--- src/hdl/bmm_pkg.sv ---
// shared types, codes and constants of the banked data memory map
package bmm_pkg;

	localparam int ADDR_W = 10;
	localparam int DATA_W = 8;

	localparam int MAIN_BYTES_DEF = 1024;
	localparam int WORK_BYTES_DEF = 512;
	localparam int XRAM_BYTES_DEF = 124;
	localparam int XRAM_BANKS = 3;

	// operation codes
	localparam logic [2:0] OP_READ   = 3'd0;
	localparam logic [2:0] OP_WRITE  = 3'd1;
	localparam logic [2:0] OP_RAW_RD = 3'd2;
	localparam logic [2:0] OP_RAW_WR = 3'd3;
	localparam logic [2:0] OP_PUSH   = 3'd4;
	localparam logic [2:0] OP_POP    = 3'd5;
	localparam logic [2:0] OP_XREAD  = 3'd6;

	// access targets
	localparam logic [2:0] TGT_NONE = 3'd0;
	localparam logic [2:0] TGT_MAIN = 3'd1;
	localparam logic [2:0] TGT_WORK = 3'd2;
	localparam logic [2:0] TGT_XRAM = 3'd3;
	localparam logic [2:0] TGT_SPEC = 3'd4;

	// special register selects
	localparam logic [2:0] SPR_PSW    = 3'd0;
	localparam logic [2:0] SPR_SP     = 3'd1;
	localparam logic [2:0] SPR_STAD   = 3'd2;
	localparam logic [2:0] SPR_XBNK   = 3'd3;
	localparam logic [2:0] SPR_VSEL   = 3'd4;
	localparam logic [2:0] SPR_VRMAD1 = 3'd5;
	localparam logic [2:0] SPR_VRMAD2 = 3'd6;
	localparam logic [2:0] SPR_NONE   = 3'd7;

	localparam logic [ADDR_W-1:0] ADR_PSW    = 10'h101;
	localparam logic [ADDR_W-1:0] ADR_SP     = 10'h106;
	localparam logic [ADDR_W-1:0] ADR_STAD   = 10'h122;
	localparam logic [ADDR_W-1:0] ADR_XBNK   = 10'h125;
	localparam logic [ADDR_W-1:0] ADR_VSEL   = 10'h163;
	localparam logic [ADDR_W-1:0] ADR_VRMAD1 = 10'h164;
	localparam logic [ADDR_W-1:0] ADR_VRMAD2 = 10'h165;
	localparam logic [ADDR_W-1:0] ADR_WIN    = 10'h166;
	localparam logic [ADDR_W-1:0] ADR_LOW_TOP = 10'h100;
	localparam logic [ADDR_W-1:0] ADR_XRAM_LO = 10'h180;
	localparam logic [ADDR_W-1:0] ADR_XRAM_HI = 10'h1FB;

	localparam int PSW_BANK_BIT = 1;
	localparam int VSEL_INC_BIT = 4;

	typedef struct packed {
		logic [1:0]        bank_select;
		logic [DATA_W-1:0] write_data;
		logic [ADDR_W-1:0] address;
		logic [2:0]        operation;
	} item_t;

	typedef struct packed {
		logic [2:0]        tgt;
		logic              rd;
		logic              we;
		logic              fault;
		logic [ADDR_W-1:0] idx;
		logic [DATA_W-1:0] wdata;
		logic [DATA_W-1:0] spec;
	} req_t;

	function automatic logic [2:0] spr_code(input logic [ADDR_W-1:0] a);
		logic [2:0] c;
		case (a)
			ADR_PSW:    c = SPR_PSW;
			ADR_SP:     c = SPR_SP;
			ADR_STAD:   c = SPR_STAD;
			ADR_XBNK:   c = SPR_XBNK;
			ADR_VSEL:   c = SPR_VSEL;
			ADR_VRMAD1: c = SPR_VRMAD1;
			ADR_VRMAD2: c = SPR_VRMAD2;
			default:    c = SPR_NONE;
		endcase
		return c;
	endfunction

endpackage

--- src/hdl/bmm_decode.sv ---
// special registers and address decode of one access into a memory request
module bmm_decode #(
	parameter int MAIN_BYTES = bmm_pkg::MAIN_BYTES_DEF,
	parameter int WORK_BYTES = bmm_pkg::WORK_BYTES_DEF,
	parameter int XRAM_BYTES = bmm_pkg::XRAM_BYTES_DEF
) (
	input  logic           clk,
	input  logic           arst_n,
	input  logic           accept,
	input  bmm_pkg::item_t item,
	output logic           s1_v,
	output bmm_pkg::req_t  req_s1
);

	localparam int XAW = $clog2(bmm_pkg::XRAM_BANKS * XRAM_BYTES);
	localparam int WAW = $clog2(WORK_BYTES);

	logic [7:0] psw_q, sp_q, stad_q, xbnk_q, vsel_q, vrmad1_q, vrmad2_q;

	bmm_pkg::req_t nxt;
	logic          use_main, use_xram, use_win;
	logic [9:0]    m_idx;
	logic [2:0]    sel;
	logic          spec_we;
	logic          sp_upd, win_upd;
	logic [7:0]    sp_nxt;
	logic [1:0]    x_bank;
	logic [10:0]   x_sum, x_off;
	logic          x_ok;
	logic [XAW-1:0] x_pos;
	logic [8:0]    w_ptr, w_nxt;
	logic [7:0]    spec_val;

	always_comb begin
		case (sel)
			bmm_pkg::SPR_PSW:    spec_val = psw_q;
			bmm_pkg::SPR_SP:     spec_val = sp_q;
			bmm_pkg::SPR_STAD:   spec_val = stad_q;
			bmm_pkg::SPR_XBNK:   spec_val = xbnk_q;
			bmm_pkg::SPR_VSEL:   spec_val = vsel_q;
			bmm_pkg::SPR_VRMAD1: spec_val = vrmad1_q;
			bmm_pkg::SPR_VRMAD2: spec_val = vrmad2_q;
			default:             spec_val = 8'd0;
		endcase
	end

	always_comb begin
		use_main = 1'b0;
		use_xram = 1'b0;
		use_win  = 1'b0;
		m_idx    = item.address;
		sp_upd   = 1'b0;
		sp_nxt   = sp_q;
		x_bank   = (xbnk_q > 8'd2) ? 2'd0 : xbnk_q[1:0];
		case (item.operation)
			bmm_pkg::OP_READ, bmm_pkg::OP_WRITE: begin
				if (item.address >= bmm_pkg::ADR_XRAM_LO &&
					item.address <= bmm_pkg::ADR_XRAM_HI) begin
					use_xram = 1'b1;
				end else if (item.address == bmm_pkg::ADR_WIN) begin
					use_win = 1'b1;
				end else begin
					use_main = 1'b1;
					// low page moves up by 512 when the bank bit is set
					if (item.address < bmm_pkg::ADR_LOW_TOP && psw_q[bmm_pkg::PSW_BANK_BIT]) begin
						m_idx = {2'b10, item.address[7:0]};
					end
				end
			end
			bmm_pkg::OP_RAW_RD, bmm_pkg::OP_RAW_WR: begin
				use_main = 1'b1;
			end
			bmm_pkg::OP_PUSH: begin
				use_main = 1'b1;
				sp_upd   = 1'b1;
				sp_nxt   = sp_q + 8'd1;
				m_idx    = {2'b00, sp_nxt};
			end
			bmm_pkg::OP_POP: begin
				use_main = 1'b1;
				sp_upd   = 1'b1;
				sp_nxt   = sp_q - 8'd1;
				// old stack top as a 9-bit value, so an empty stack reads 0x100
				m_idx    = {1'b0, {1'b0, sp_nxt} + 9'd1};
			end
			bmm_pkg::OP_XREAD: begin
				use_xram = 1'b1;
				x_bank   = (item.bank_select == 2'd3) ? 2'd0 : item.bank_select;
			end
			default: begin
			end
		endcase
	end

	assign x_sum = {1'b0, item.address} + {3'b000, stad_q};
	assign x_off = x_sum - {1'b0, bmm_pkg::ADR_XRAM_LO};
	assign x_ok  = (x_sum >= {1'b0, bmm_pkg::ADR_XRAM_LO}) && (x_off < 11'(XRAM_BYTES));
	assign x_pos = XAW'(x_bank) * XAW'(XRAM_BYTES) + XAW'(x_off);

	assign w_ptr = {vrmad2_q[0], vrmad1_q};
	assign w_nxt = w_ptr + 9'd1;
	assign sel   = bmm_pkg::spr_code(m_idx);

	always_comb begin
		nxt       = '0;
		nxt.tgt   = bmm_pkg::TGT_NONE;
		nxt.rd    = item.operation inside {bmm_pkg::OP_READ, bmm_pkg::OP_RAW_RD,
			bmm_pkg::OP_POP, bmm_pkg::OP_XREAD};
		nxt.we    = item.operation inside {bmm_pkg::OP_WRITE, bmm_pkg::OP_RAW_WR,
			bmm_pkg::OP_PUSH};
		nxt.wdata = item.write_data;
		spec_we   = 1'b0;
		win_upd   = 1'b0;
		if (use_main) begin
			if (sel != bmm_pkg::SPR_NONE) begin
				nxt.tgt  = bmm_pkg::TGT_SPEC;
				nxt.spec = spec_val;
				spec_we  = nxt.we;
			end else if ({1'b0, m_idx} < 11'(MAIN_BYTES)) begin
				nxt.tgt = bmm_pkg::TGT_MAIN;
				nxt.idx = m_idx;
			end
		end
		if (use_xram) begin
			if (x_ok) begin
				nxt.tgt = bmm_pkg::TGT_XRAM;
				nxt.idx = 10'(x_pos);
			end else begin
				nxt.fault = 1'b1;
			end
		end
		if (use_win) begin
			nxt.tgt = bmm_pkg::TGT_WORK;
			nxt.idx = 10'(w_ptr[WAW-1:0]);
			win_upd = vsel_q[bmm_pkg::VSEL_INC_BIT];
		end
	end

	always_ff @(posedge clk or negedge arst_n) begin
		if (!arst_n) begin
			s1_v     <= 1'b0;
			psw_q    <= 8'd0;
			sp_q     <= 8'd0;
			stad_q   <= 8'd0;
			xbnk_q   <= 8'd0;
			vsel_q   <= 8'd0;
			vrmad1_q <= 8'd0;
			vrmad2_q <= 8'd0;
		end else begin
			s1_v <= accept;
			if (accept) begin
				if (spec_we) begin
					case (sel)
						bmm_pkg::SPR_PSW:    psw_q    <= item.write_data;
						bmm_pkg::SPR_SP:     sp_q     <= item.write_data;
						bmm_pkg::SPR_STAD:   stad_q   <= item.write_data;
						bmm_pkg::SPR_XBNK:   xbnk_q   <= item.write_data;
						bmm_pkg::SPR_VSEL:   vsel_q   <= item.write_data;
						bmm_pkg::SPR_VRMAD1: vrmad1_q <= item.write_data;
						bmm_pkg::SPR_VRMAD2: vrmad2_q <= item.write_data;
						default: begin
						end
					endcase
				end
				if (sp_upd) begin
					sp_q <= sp_nxt;
				end
				// window pointer advances, only bit 0 kept in the high byte
				if (win_upd) begin
					vrmad1_q <= w_nxt[7:0];
					vrmad2_q <= {7'd0, w_nxt[8]};
				end
			end
		end
	end

	always_ff @(posedge clk) begin
		if (accept) begin
			req_s1 <= nxt;
		end
	end

endmodule

--- config.mk ---
export PLATFORM = sky130hd
export DESIGN_NAME = bmm_decode
export DESIGN_NICKNAME = d
export VERILOG_FILES = /design/src/hdl/bmm_pkg.sv /design/src/hdl/bmm_decode.sv
export SDC_FILE = /design/constraint.sdc
export NUM_CORES = 1
export LEC_CHECK = 0
export BUFFER_PORTS_ARGS = -buffer_cell sky130_fd_sc_hd__buf_2
export CORE_AREA = 2 2 114 116
export DETAILED_ROUTE_END_ITERATION = 10
export DIE_AREA = 0 0 116 118
export PLACE_DENSITY = 0.7
export SLEW_MARGIN = 5
export SYNTH_ARGS = -nofsm -noshare
export SYNTH_HDL_FRONTEND = slang
export SYNTH_SLANG_ARGS = --single-unit
--- constraint.sdc ---
create_clock -name clk -period 9.4 [get_ports clk]
set_input_delay 0.47 -clock clk [delete_from_list [all_inputs] [get_ports clk]]
set_output_delay 0.47 -clock clk [all_outputs]
set_load 0.01 [all_outputs]
==> results.md <==
- Outcome: complete, no violations
- Worst vdd ir: roughly 0.08 mV
- Syn_nets: 668
- Max Transition Viols Final: 0
- First-pass GRT wire length: 27000 um
- FFs w/ async S/R, synth: between 60 and 70%
- Yosys reg bits: 89
- Hpwl dp: approximately 13000 um
- Resized cells post-CTS: 0
- Worst Hold Class: in -> async
- Avg Vias per Cell: around 6.1
- Reg2reg setup slack: between 4 and 5 ns
- Clock skew: 0.0132 ns
- Final nets: a little over 700
- Post-Layout Cell Count: between 800 and 900
- Full die area: approximately 0.014 mm2
- Setup ws final: between 4 and 5 ns
- Area of the multi-input gates: about 0.0034 mm2
- Critical path class: reg -> reg
- Power Density: 154 mW/mm2
- Clock Path Buffers: 2
- Die Ht: between 100 and 150 um
- Initial Utilization: ~49%
- Max capacitance violation total: 0
- Initial antenna violation count: 0
- Cell area after synthesis: 0.00605 mm2
- Overflow after GRT: 0
- Htree depth: 3
- Initial DRC count: between 500 and 600
- Register area: roughly 0.0024 mm2
- WL/cell: 20.6 um
- Post-CTS Setup Repair Bufs: 0
- Final wirelength: 17300 um
- Worst hold slack: 0.257 ns
- RSZ-0062 raised after global routing: no
- Layout area overhead: 11.7%
- Post-synth top flop: dfrtp_1
- Placed Cells: between 800 and 900
- ANT nets after route: 0
- Clk_lat worst skew: around 0.35 ns
- CORE AREA: between 0.01 and 0.015 mm2
- Fmax achieved: between 0.2 and 0.25 GHz
- Syn Area/Cell: roughly 10 um2
- Post-synth EDFFs: 32
- Worst reg2reg path startpoint: sp_q[0]$_DFFE_PN0P_
- I/O pin count: 59
- IO Port Bufs: slightly below 60
- Total power: 1.04 mW
- GRT Resource Usage Total: a little over a quarter
- Drt pass-1 iters: 5
- Hold buffers post-CTS: 0
- Synth top area share: between 20% and 30%
- Cells after synthesis: 616
- Worst-margin pin slew: 1.13 ns
- # clock sinks: 89
- Die span in x: about 120 um
- Dpl ws: 4.41 ns
- Critical Path Sink Type: flop
- Num CTS Buffers: 9
- Lkg Pwr: roughly 2.9 nW
- Clk pin slew, worst setup/hold paths: around 0.07 ns
- CTS root buf: clkbuf_16
- Worst-path fanout max: 19
- Most common cell after layout, fill and taps aside: buf_2
- Worst slew margin relative to its limit: about a quarter
- Gpl congestion: about 0.94
- Crit path from: sp_q[0]$_DFFE_PN0P_
- Commonest non-fill, non-tap cells in the layout: buf_2 (58), dfrtp_1 (57), nor2_1 (55)
- Vias in the first global route: 4817
- Routed via count: roughly 5100
- Row cnt: between 40 and 50
- Final setup fails: 0
- Critical Path AT: 5.16 ns
- Sequential share of the synthesized area: about two fifths
- CTS tree: built
- DRC violations left: 0
- Tmin final: around 4.9 ns
- Synth Warn #: 0
- Final Hold Viols: 0
- Nature of the critical path startpoint: flop
- Share of cells above drive strength 1: between 20% and 30%
- Post-Route Setup TNS: 0 ns
- Filler cell count: 1149
- Req. time, crit path: ~9.6 ns
- Antenna Cells: 0
- Fin crit share: around 52%
- Largest net degree at the start of global routing: 58
- Top cell type by total area after synthesis: dfrtp_1
- Unique masters post-synth: 80
- Top post-synthesis cells by area: dfrtp_1 (24%), edfxtp_1 (16%), mux2_2 (5.6%), ha_1 (5.0%), mux2i_1 (4.1%)
[where the power goes]
group,switching [mW],internal [mW],leakage (nW)
Combinational,0.127,0.0847,1.61
Clock,0.157,0.214,0.155
Sequential,0.0350,0.422,1.09
[metrics by stage]
stage	utilization, %	instance area [um2]
global placement	52.0	6450
global route	54.5	6760
detailed placement	52.0	6450
floorplan	-	6050
CTS	54.5	6760
finish	54.5	6760
[final cells by class]
class	instances	share of cell area, %
tap	172	3.18
multi-input combinational	473	50.8
timing repair buffer	61	4.63
sequential	89	35.3
inverter	27	1.50
clock inverter	4	0.463
clock buffer	12	4.13
[kinds of logic (layout without fill, tap and decap cells)]
logic type / count (synthesis) / in the layout / synth area share, %
and+or+nand+nor: 211 / 211 / 18.2
muxes: 55 / 55 / 9.71
buffers and inverters: 54 / 104 / 3.80
adders and majority gates: 26 / 26 / 5.62
AOI/OAI and AO/OA: 160 / 160 / 20.2
DFF: 89 / 89 / 39.4
xor gates and xnor gates: 21 / 21 / 3.04
[worst max-delay path, stage by stage, from the launching register on]
cell and delay [ns]:
dfrtp_1 0.58, inv_1 0.16, ha_1 0.33, nand2b_1 0.19
nor3_1 0.43, o221ai_1 0.19, o41ai_2 0.61, nand4b_4 0.24
nor2_4 0.24, o2111a_1 0.97, inv_1 0.19, nor2_4 0.29
mux2_2 0.37
[synth_stat cells (4+ instances only)]
library cell  number
a211oi_1           7
a21o_1             6
a21oi_1           21
a222oi_1           7
a22o_1             8
a31oi_1           10
a32o_1             4
and2_1             9
and3_1             5
buf_2              7
clkbuf_1          17
dfrtp_1           57
edfxtp_1          32
ha_1              24
inv_1             27
mux2_2            30
mux2i_1           25
nand2_1           51
nand2b_1          12
nand3_1           14
nand4_1            6
nor2_1            55
nor2b_1            8
nor3_1            14
nor4_1             5
o211ai_1           7
o21a_1             4
o21ai_0           27
o221a_2            8
o22a_1             6
o22ai_1            4
o31a_1             4
or2_2              6
or3_1              5
xnor2_1           17
xor2_1             4
[metal layers]
layer	global-route usage [%]	part of all wire (%)
met5	0	0
met4	8.85	2.5
met3	4.02	6.7
met1	36.6	44
met2	40.9	47
[flip-flops by register name (all words and copies together) (netlist names)]
signal    flops
psw_q         8
req_s1       32
s1_v          1
sp_q          8
stad_q        8
vrmad1_q      8
vrmad2_q      8
vsel_q        8
xbnk_q        8
[worst paths after layout]
check,end,depth (start not counted)
worst max-delay path,xbnk_q[4]$_DFFE_PN0P_,12
max in group asynchronous,stad_q[0]$_DFFE_PN0P_,2
worst min register to register,vrmad2_q[5]$_DFFE_PN0P_,1
worst max register to register,xbnk_q[4]$_DFFE_PN0P_,12
min in group clk,req_s1[8]$_DFFE_PP_,1
worst min-delay path,sp_q[4]$_DFFE_PN0P_,2
No activity file was read; power rests on OpenSTA's default activity.
